<file path="src/ccq_pkg.sv">
// Package for the coalescing command queue: sizes, codes and packed
// transfer and entry layouts. No dependencies.
package ccq_pkg;

	localparam int DEPTH = 32;
	localparam int AW    = $clog2(DEPTH);
	localparam int FW    = $clog2(DEPTH + 1);

	localparam logic [4:0] MAX_PENDING_RESET = 5'd20;

	localparam logic [1:0] CMD_APPEND  = 2'd0;
	localparam logic [1:0] CMD_POP     = 2'd1;
	localparam logic [1:0] CMD_EXECUTE = 2'd2;
	localparam logic [1:0] CMD_PEEK    = 2'd3;

	localparam logic [1:0] ST_OK       = 2'd0;
	localparam logic [1:0] ST_EMPTY    = 2'd1;
	localparam logic [1:0] ST_REJECTED = 2'd2;

	localparam logic CFG_MAX_PENDING = 1'b0;
	localparam logic CFG_WARNING_ID  = 1'b1;

	typedef struct packed {
		logic        sent;
		logic [7:0]  count;
		logic [31:0] payload;
		logic [7:0]  sub_key;
		logic [5:0]  id;
	} entry_t;

	localparam int ENTRY_W = $bits(entry_t);

	typedef struct packed {
		logic [1:0]  pad;
		logic [31:0] payload;
		logic [7:0]  sub_key;
		logic [5:0]  action_id;
	} in_data_t;

	typedef struct packed {
		logic [5:0]  occupancy;
		logic [7:0]  inherited_count;
		logic        head_executed;
		logic [7:0]  head_send_count;
		logic [31:0] head_payload;
		logic [7:0]  head_sub_key;
		logic [5:0]  head_id;
		logic        head_valid;
		logic [1:0]  status;
	} result_t;

	localparam int IN_W  = $bits(in_data_t);
	localparam int OUT_W = $bits(result_t);

endpackage

</file>
<file path="src/ccq_ram.sv">
// Generic simple dual-port RAM: one write port, one read port with
// registered read data. No dependencies.
module ccq_ram #(
	parameter int WIDTH = 8,
	parameter int DEPTH = 32
) (
	input  logic                     clk,
	input  logic                     we,
	input  logic [$clog2(DEPTH)-1:0] waddr,
	input  logic [WIDTH-1:0]         wdata,
	input  logic                     re,
	input  logic [$clog2(DEPTH)-1:0] raddr,
	output logic [WIDTH-1:0]         rdata
);

	logic [WIDTH-1:0] mem [DEPTH];

	always_ff @(posedge clk) begin
		if (we) begin
			mem[waddr] <= wdata;
		end
		if (re) begin
			rdata <= mem[raddr];
		end
	end

endmodule

</file>
<file path="src/coalescing_command_queue_core.sv">
// Coalescing command queue top level: sequencer around one entry RAM.
// Depends on ccq_pkg and ccq_ram.
// An append searches for a match, compacts the queue past a matching entry (one RAM read
// and one write per cycle) and then inserts the new entry; a pop compacts without a search.
// One command at a time; a new command is taken while the previous result waits.
// Reset clears fill level, registers (max_pending 20, warning id 0) and output valid.
module coalescing_command_queue_core (
	input  logic                  clk,
	input  logic                  arst_n,
	input  logic                  s_axis_tvalid,
	output logic                  s_axis_tready,
	// action_id[5:0], sub_key[13:6], payload[45:14], zero pad
	input  logic [ccq_pkg::IN_W-1:0]  s_axis_tdata,
	// command[1:0]
	input  logic [1:0]            s_axis_tuser,
	output logic                  m_axis_tvalid,
	input  logic                  m_axis_tready,
	// status[1:0], head_valid[2], head_id[8:3], head_sub_key[16:9],
	// head_payload[48:17], head_send_count[56:49], head_executed[57],
	// inherited_count[65:58], occupancy[71:66]
	output logic [ccq_pkg::OUT_W-1:0] m_axis_tdata,
	input  logic                  cfg_we,
	input  logic                  cfg_addr,
	input  logic [5:0]            cfg_wdata
);
	import ccq_pkg::*;

	localparam logic [2:0] S_IDLE    = 3'd0;
	localparam logic [2:0] S_SCAN    = 3'd1;
	localparam logic [2:0] S_SHIFT   = 3'd2;
	localparam logic [2:0] S_INSERT  = 3'd3;
	localparam logic [2:0] S_EXEC_RD = 3'd4;
	localparam logic [2:0] S_EXEC_WR = 3'd5;
	localparam logic [2:0] S_HEAD_RD = 3'd6;
	localparam logic [2:0] S_HEAD_CK = 3'd7;

	logic [2:0]    state_q;
	logic [FW-1:0] fill_q;
	logic [4:0]    max_pending_q;
	logic [5:0]    warn_id_q;
	logic          out_valid_q;
	result_t       out_q;

	logic [1:0]    cmd_q;
	logic [5:0]    id_q;
	logic [7:0]    key_q;
	logic [31:0]   pay_q;
	logic          warn_q;
	logic [1:0]    status_q;
	logic [7:0]    inherited_q;

	logic [FW-1:0] idx_q;
	logic          pend_s1;
	logic [FW-1:0] addr_s1;

	logic          ram_we;
	logic [AW-1:0] ram_waddr;
	entry_t        ram_wdata;
	logic          ram_re;
	logic [AW-1:0] ram_raddr;
	entry_t        ram_rdata;
	logic [FW-1:0] shift_dst;

	in_data_t      in_d;
	logic          accept;
	logic          out_free;
	logic          match;
	logic          more;
	logic          reject;

	assign in_d          = in_data_t'(s_axis_tdata);
	assign s_axis_tready = (state_q == S_IDLE);
	assign accept        = s_axis_tvalid && s_axis_tready;
	assign out_free      = !out_valid_q || m_axis_tready;
	assign m_axis_tvalid = out_valid_q;
	assign m_axis_tdata  = out_q;

	assign match = (ram_rdata.id == id_q) && (!warn_q || (ram_rdata.sub_key == key_q));
	assign more  = (idx_q < fill_q);
	assign reject = (fill_q >= FW'(DEPTH)) ||
	                ((fill_q != '0) && (fill_q > FW'(max_pending_q)));
	assign shift_dst = addr_s1 - FW'(1);

	ccq_ram #(
		.WIDTH(ENTRY_W),
		.DEPTH(DEPTH)
	) u_ram (
		.clk  (clk),
		.we   (ram_we),
		.waddr(ram_waddr),
		.wdata(ram_wdata),
		.re   (ram_re),
		.raddr(ram_raddr),
		.rdata(ram_rdata)
	);

	always_comb begin
		ram_we    = 1'b0;
		ram_waddr = '0;
		ram_wdata = ram_rdata;
		ram_re    = 1'b0;
		ram_raddr = idx_q[AW-1:0];
		case (state_q)
			S_SCAN: begin
				ram_re = more;
			end
			S_SHIFT: begin
				ram_re    = more;
				ram_we    = pend_s1;
				ram_waddr = shift_dst[AW-1:0];
			end
			S_INSERT: begin
				ram_we            = !reject;
				ram_waddr         = fill_q[AW-1:0];
				ram_wdata.id      = id_q;
				ram_wdata.sub_key = key_q;
				ram_wdata.payload = pay_q;
				ram_wdata.count   = inherited_q;
				ram_wdata.sent    = 1'b0;
			end
			S_EXEC_RD, S_HEAD_RD: begin
				ram_re    = 1'b1;
				ram_raddr = '0;
			end
			S_EXEC_WR: begin
				ram_we          = 1'b1;
				ram_waddr       = '0;
				ram_wdata.sent  = 1'b1;
				ram_wdata.count = (ram_rdata.count != 8'hFF) ? ram_rdata.count + 8'd1
				                                             : ram_rdata.count;
			end
			default: begin
			end
		endcase
	end

	always_ff @(posedge clk or negedge arst_n) begin
		if (!arst_n) begin
			state_q       <= S_IDLE;
			fill_q        <= '0;
			max_pending_q <= MAX_PENDING_RESET;
			warn_id_q     <= '0;
			out_valid_q   <= 1'b0;
			pend_s1       <= 1'b0;
			addr_s1       <= '0;
			idx_q         <= '0;
		end else begin
			if (cfg_we) begin
				case (cfg_addr)
					CFG_MAX_PENDING: max_pending_q <= cfg_wdata[4:0];
					CFG_WARNING_ID:  warn_id_q     <= cfg_wdata;
					default: begin
					end
				endcase
			end
			if (out_valid_q && m_axis_tready) begin
				out_valid_q <= 1'b0;
			end
			case (state_q)
				S_IDLE: begin
					pend_s1 <= 1'b0;
					if (accept) begin
						if (s_axis_tuser == CMD_APPEND) begin
							idx_q   <= '0;
							state_q <= (fill_q == '0) ? S_INSERT : S_SCAN;
						end else if (fill_q == '0) begin
							state_q <= S_HEAD_RD;
						end else if (s_axis_tuser == CMD_POP) begin
							idx_q   <= FW'(1);
							state_q <= S_SHIFT;
						end else if (s_axis_tuser == CMD_EXECUTE) begin
							state_q <= S_EXEC_RD;
						end else begin
							state_q <= S_HEAD_RD;
						end
					end
				end
				S_SCAN: begin
					pend_s1 <= more;
					addr_s1 <= idx_q;
					if (more) begin
						idx_q <= idx_q + FW'(1);
					end
					if (pend_s1 && match) begin
						pend_s1 <= 1'b0;
						idx_q   <= addr_s1 + FW'(1);
						state_q <= S_SHIFT;
					end else if (!pend_s1 && !more) begin
						state_q <= S_INSERT;
					end
				end
				S_SHIFT: begin
					pend_s1 <= more;
					addr_s1 <= idx_q;
					if (more) begin
						idx_q <= idx_q + FW'(1);
					end
					if (!pend_s1 && !more) begin
						fill_q  <= fill_q - FW'(1);
						state_q <= (cmd_q == CMD_APPEND) ? S_INSERT : S_HEAD_RD;
					end
				end
				S_INSERT: begin
					if (!reject) begin
						fill_q <= fill_q + FW'(1);
					end
					state_q <= S_HEAD_RD;
				end
				S_EXEC_RD: begin
					state_q <= S_EXEC_WR;
				end
				S_EXEC_WR: begin
					state_q <= S_HEAD_RD;
				end
				S_HEAD_RD: begin
					state_q <= S_HEAD_CK;
				end
				S_HEAD_CK: begin
					if (out_free) begin
						out_valid_q <= 1'b1;
						state_q     <= S_IDLE;
					end
				end
				default: begin
					state_q <= S_IDLE;
				end
			endcase
		end
	end

	always_ff @(posedge clk) begin
		if (accept) begin
			cmd_q       <= s_axis_tuser;
			id_q        <= in_d.action_id;
			key_q       <= in_d.sub_key;
			pay_q       <= in_d.payload;
			warn_q      <= (in_d.action_id == warn_id_q);
			inherited_q <= '0;
			status_q    <= ((s_axis_tuser != CMD_APPEND) && (fill_q == '0)) ? ST_EMPTY : ST_OK;
		end
		if ((state_q == S_SCAN) && pend_s1 && match) begin
			inherited_q <= ram_rdata.count;
		end
		if ((state_q == S_INSERT) && reject) begin
			status_q <= ST_REJECTED;
		end
		if ((state_q == S_HEAD_CK) && out_free) begin
			out_q.status          <= status_q;
			out_q.head_valid      <= (fill_q != '0);
			out_q.head_id         <= (fill_q != '0) ? ram_rdata.id : '0;
			out_q.head_sub_key    <= (fill_q != '0) ? ram_rdata.sub_key : '0;
			out_q.head_payload    <= (fill_q != '0) ? ram_rdata.payload : '0;
			out_q.head_send_count <= (fill_q != '0) ? ram_rdata.count : '0;
			out_q.head_executed   <= (fill_q != '0) ? ram_rdata.sent : 1'b0;
			out_q.inherited_count <= inherited_q;
			out_q.occupancy       <= 6'(fill_q);
		end
	end

endmodule

</file>
<file path="config.mk">
export PLATFORM = sky130hd
export DESIGN_NAME = coalescing_command_queue_core
export DESIGN_NICKNAME = d
export VERILOG_FILES = /design/src/ccq_pkg.sv /design/src/ccq_ram.sv /design/src/coalescing_command_queue_core.sv
export SDC_FILE = /design/constraint.sdc
export NUM_CORES = 2
export LEC_CHECK = 0
export ABC_AREA = 0
export BUFFER_PORTS_ARGS = -buffer_cell sky130_fd_sc_hd__buf_4
export CORE_UTILIZATION = 42
export CTS_BUF_LIST = sky130_fd_sc_hd__clkbuf_16
export DETAILED_ROUTE_END_ITERATION = 8
export MAX_ROUTING_LAYER = met4
export PLACE_DENSITY = 0.58
export SYNTH_ARGS = -nofsm -noshare
export SYNTH_HDL_FRONTEND = slang
export SYNTH_HIERARCHICAL = 1
export SYNTH_SLANG_ARGS = --single-unit
</file>
<file path="constraint.sdc">
create_clock -name clk -period 6.5 [get_ports clk]
set_input_delay 1.3 -clock clk [delete_from_list [all_inputs] [get_ports clk]]
set_output_delay 1.3 -clock clk [all_outputs]
set_load 0.01 [all_outputs]
</file>
# == Word-level counts from Yosys, hierarchy flattened ==
# Memory sizes are Yosys's and may differ from the RTL's. A register that Yosys moved wholly into a read port is not among the register bits.
# Index checks and enable logic that the tools add are counted.
# classes
n_lt_le_gt_ge,3
n_bitwise,1
n_reduce_logical,36
n_eq_ne,20
mux,39
n_addsub,6
# ops
cell,n
two-way mux 6 bit,8
two-way mux 46 bit,1
two-way mux 3 bit,9
two-way mux 8 bit,3
case mux 3 bit (7 select lines),1
adder 6 x 1 -> 6 bit (second input constant),3
case mux 6 bit (3 select lines),1
case mux 9 bit (2 select lines),1
equality test 3 bit (second input constant),4
equality test 6 bit,2
case mux 6 bit (2 select lines),1
logical AND 1 bit,11
case mux 5 bit (2 select lines),1
adder 8 x 1 -> 8 bit (second input constant),1
equality test 8 bit,1
!= test 8 bit (second input constant),1
AND reduction 4 bit,2
two-way mux 1 bit,7
equality test 3 x 2 -> 1 bit (second input constant),2
>= comparator 6 bit (second input constant),1
greater-than comparator 6 x 5 -> 1 bit,1
logical NOT 6 bit,1
< comparator 6 bit,1
!= test 2 bit (second input constant),3
23 further kinds,38
# word_totals
memories,1
out_inout_bits,74
regBits,165
ramBits,1760
# memory_table
name,words,word_bits,read_ports,rd_ports_with_merged_regs,write_ports,line_no,text
u_ram.mem,32,55,1,1,1,ccq_ram.sv:16,logic [WIDTH-1:0] mem [DEPTH];

# == Logic depth before layout (Yosys ltp) ==
# logic_depth
ltp_word,7
mapped_depth,12
ltp_nobuf,10

# == Modules after synthesis ==
# Netlist, hierarchy kept.
# modules_own_cells
mod,area_each_um2,cells_per_inst,seq_area_each_um2,n_inst
ccq_ram,70077.2,3848,54502.3,1
coalescing_command_queue_core,7957.6,715,4767.1,1

# == Least setup slack after synthesis ==
# OpenSTA, ideal clock, no wires.
# synth_timing
kind,register to register
start,register fill_q[3]
end,"register u_ram.rdata[0], read port of u_ram.mem (enable)"
setup_time_ns,0.544
t_arrival_ns,5.230
required_time_ns,5.956
path_buffers,0
stages_incl_launch_ff,7
slack_ns,0.726
synth_period_minus_slack_ns,5.774
cell_sequence,dfrtp_1 inv_1 ha_1 a211o_1 a21oi_2 o21ai_2 o21ai_0
# synth_via
elab_chain_cells,2
# synth_rtl
element,line_no,text
start: declaration,coalescing_command_queue_core.sv:38,logic [FW-1:0] fill_q;
start signal: assignment,coalescing_command_queue_core.sv:199,fill_q <= fill_q - FW'(1);
start signal: assignment,coalescing_command_queue_core.sv:205,fill_q <= fill_q + FW'(1);
< comparator 6 bit,coalescing_command_queue_core.sv:79,assign more = (idx_q < fill_q);
case mux 1 bit (2 select lines),coalescing_command_queue_core.sv:103,case (state_q)
net ram_re,coalescing_command_queue_core.sv:59,logic ram_re;
end: declaration,ccq_ram.sv:13,output logic [WIDTH-1:0] rdata
# The timed path passes the listed nets, and every way through them passes these cells.
# A chain may end at the register's enable or synchronous reset.

# == Final worst setup path ==
# layout_timing
start,register state_q[1]
end,memory u_ram/mem[20][20] (netlist bit) (enable)
# layout_lines
element,line_no,text
start: declaration,coalescing_command_queue_core.sv:37,logic [2:0] state_q;
start signal: assignment,coalescing_command_queue_core.sv:165,state_q <= (fill_q == '0) ? S_INSERT : S_SCAN;
start signal: assignment,coalescing_command_queue_core.sv:200,state_q <= (cmd_q == CMD_APPEND) ? S_INSERT : S_HEAD_RD;
equality test 3 x 2 -> 1 bit,coalescing_command_queue_core.sv:103,
case mux 5 bit (2 select lines) *,coalescing_command_queue_core.sv:103,
net ram_waddr[4],coalescing_command_queue_core.sv:57,logic [AW-1:0] ram_waddr;
end: declaration,ccq_ram.sv:16,
# Mark *: on every way through the listed nets, which the timed path passes. The rest lies on a longest branch.

==> flow_metrics.env <==
export IMPL_ys_types=77
export IMPL_track_usage_pct=21.4
export IMPL_crit_chain="nand3b_4, inv_4, ha_1, nor2_1, nor2_1, nand3b_1, nor2_4, buf_4"
export IMPL_fin_crit_ns=4.69
export IMPL_via_per_inst=5.61
export IMPL_syn_inst=4563
export IMPL_numCtsBuffers=198
export IMPL_cts_buffer_depth=3
export IMPL_drt_total_wl_um=197000
export IMPL_hp_class="input port to async pin"
export IMPL_power_density_nw_per_um2=486
export IMPL_place_hpwl_um=96500
export IMPL_post_route_period_util_pct=72.2
export IMPL_yosysSeqAreaShare_pct=76.0
export IMPL_cp_slowest_cell="nor2_4"
export IMPL_synthXorXnorAreaFrac_pct=0.359
export IMPL_critical_path_class="flop to flop"
export IMPL_grt_pass1_wl_um=280000
export IMPL_hold_viol_final=0
export IMPL_cp_required_ns=6.97
export IMPL_die_width_um=433
export IMPL_path_delay_family="simple AND/OR/NAND/NOR gates"
export IMPL_worstMarginPinSlew_ns=1.32
export IMPL_cts_tree="done"
export IMPL_die_area_um2=188000
export IMPL_synth_area_mux_share_pct=11.5
export IMPL_htree_num_levels=4
export IMPL_first_pass_iters=5
export IMPL_drc_errors=0
export IMPL_synth_edf_count=1944
export IMPL_syn_cell_area_um2=78000
export IMPL_ant_nets=0
export IMPL_place_gp_congestion=0.756
export IMPL_finalSetupViolations=0
export IMPL_crit_path_frequent_cell="nor2_1"
export IMPL_fillCellCount=15400
export IMPL_max_cap_violations=0
export IMPL_syn_nets=4648
export IMPL_max_freq_mhz=213
export IMPL_leakage_nw=30.1
export IMPL_startpoint_type="flop"
export IMPL_core_rowCount=157
export IMPL_synth_top_family_by_area="multiplexers"
export IMPL_syn2layout_area_growth_pct=13.1
export IMPL_irDropWorstVdd_mv=0.341
export IMPL_core_area_um2=184000
export IMPL_rsz0062_at_grt="no"
export IMPL_postCtsSetupBuffers=0
export IMPL_synth_compound_area_share_pct=5.17
export IMPL_fin_skew_ns=0.0422
export IMPL_synth_seq_cells=1980
export IMPL_cp_end_kind="flop"
export IMPL_routedWlPerCell_um=26.6
export IMPL_status="finished, final reports clean"
export IMPL_initial_utilization_pct=42.4
export IMPL_cp_data_arrival_time_ns=5.16
export IMPL_grt_pass1_vias=39600
export IMPL_grt_start_max_net_pins=89
export IMPL_cts_resized=0
export IMPL_avgSynthCellArea_um2=17.1
export IMPL_ys_flop_type="edfxtp_1"
export IMPL_drv_slew=0
export IMPL_cts_sinks=1980
export IMPL_clock_latency_ns=0.85
export IMPL_slew_headroom_pct=11.7
export IMPL_drive_gt1_share_pct=11.9
export IMPL_cp_num_buf_inv=2
export IMPL_vias=41400
export IMPL_antenna_found_initial=2
export IMPL_async_reset_ff_share_pct=1.72
export IMPL_first_iter_violations=4231
export IMPL_path_clk_slew_ns=0.07
export IMPL_cp_max_fo=24
export IMPL_setup_tns_ns=0
export IMPL_clockRootBuffer="clkbuf_16"
export IMPL_synth_warnings=6
export IMPL_io_pins=136
export IMPL_fin_hold_ws_ns=0.414
export IMPL_fp_dieH_um=433
export IMPL_synthAdderAreaFrac_pct=0.378
export IMPL_nNetsFinal=4842
export IMPL_yosys_area_share_simple_pct=4.56
export IMPL_postCtsHoldBufs=0
export IMPL_gr_total_overflow=0
export IMPL_port_buffers=133
export IMPL_crit_path_max_incr_delay_ns=0.78
[per-stage QoR]
stage                     util (%)  setup WS (ns)  std cells  power, mW  cell area [um2]
after floorplan                  -          0.726       4563       28.2            78000
after global placement        44.7           1.93       7021       32.3            82200
after detailed placement      44.7           1.89       7021       32.5            82200
after CTS                     48.0           1.87       7376       43.2            88300
after global routing          48.0           1.65       7376       44.8            88300
final                         48.0           1.81       7377       42.9            88300
[kinds of logic (layout without fill, tap and decap cells)]
logic type	count (synthesis)	after routing
other	0	1
multiplexers	894	894
AND/OR/NAND/NOR	777	777
AO/OA/AOI/OAI	587	587
buffers and inverters	270	619
adder cells (fa/ha/maj)	23	23
flip-flops	1980	1980
XOR/XNOR	32	32
[cell usage after synthesis, drive strengths merged (8+ instances only)]
cell type | number | area [um2]
nand3 | 183 | 921
ha | 22 | 275
a31oi | 57 | 357
nor2 | 74 | 278
a22oi | 168 | 1260
nor3 | 70 | 367
edfxtp | 1944 | 58400
nand2 | 341 | 1290
dfrtp | 32 | 801
and2 | 68 | 427
mux2i | 886 | 8870
a22o | 110 | 963
xnor2 | 28 | 245
inv | 22 | 82.6
mux2 | 8 | 93.8
a21o | 10 | 75.1
o21ai | 33 | 173
a21oi | 180 | 920
buf | 158 | 1200
clkbuf | 90 | 354
[routing by layer]
layer	wire [um]	GRT usage, %	up-vias
li1	-	-	18300
met4	3900	5.28	0
met1	88900	30.1	21600
met3	13000	3.68	256
met5	0	-	-
met2	90800	32.4	1332
[area by class of cell]
type / instances / area (um2) / share of cell area [%]
Clock inverter: 154 / 1010 / 1.15
Antenna cell: 1 / 2.50 / 0.00284
Inverter: 22 / 86.3 / 0.0978
Clock buffer: 201 / 5030 / 5.70
Sequential cell: 1980 / 59300 / 67.2
Multi-Input combinational cell: 2313 / 17400 / 19.8
Tap cell: 2464 / 3080 / 3.49
Timing Repair Buffer: 242 / 2330 / 2.64
[report_power, final]
group | internal, mW | switching [mW] | leakage, nW | total, mW
combinational | 4.42 | 9.28 | 8.93 | 13.7
sequential | 18.0 | 0.480 | 18.0 | 18.5
clock | 5.92 | 4.76 | 3.17 | 10.7
total | 28.4 | 14.5 | 30.1 | 42.9
[sequential cells by signal (all words and copies together) (netlist names), 8 cells and up]
register	flops
key_q	8
inherited_q	8
m_axis_tdata	72
u_ram/mem	1760
u_ram/rdata	55
pay_q	32
[path summary, 6_finish.rpt]
kind,start,slack [ns],to,depth (start not counted)
worst max register to register,state_q[1],1.81,u_ram/mem[20][20],8
worst max-delay path,state_q[1],1.81,u_ram/mem[20][20],8
worst min-delay path,arst_n,0.41,max_pending_q[3],1
min in group clk,status_q[1],0.44,m_axis_tdata[1],0
max in group asynchronous,arst_n,5.73,max_pending_q[4],1
worst min register to register,status_q[1],0.44,m_axis_tdata[1],0
[cells in the final DEF (no fill, tap or decap), types with 3 or more instances in the layout]
cell and n:
mux2_2 7, nor3_1 68, mux2i_1 886, clkinv_1 41, dfrtp_1 32, or3_1 5
clkbuf_16 201, a21oi_1 177, and2_1 66, nor2_1 41, inv_6 7, nor2_4 33
bufinv_16 8, buf_12 41, nand3_1 182, xor2_1 4, and3_1 3, nand2_1 339
a22o_1 110, nor4_1 3, a31oi_1 57, buf_4 201, inv_1 66, a22oi_1 168
inv_16 5, a21o_1 10, nand2b_1 5, o21a_1 4, o21ai_1 3, a221o_1 3
o21ai_2 3, clkinv_2 39, nand4_1 5, edfxtp_1 1944, clkinvlp_4 3, xnor2_1 28
o21ai_0 26, nand3b_1 6, ha_1 22
(Power assumes the default switching activity.)
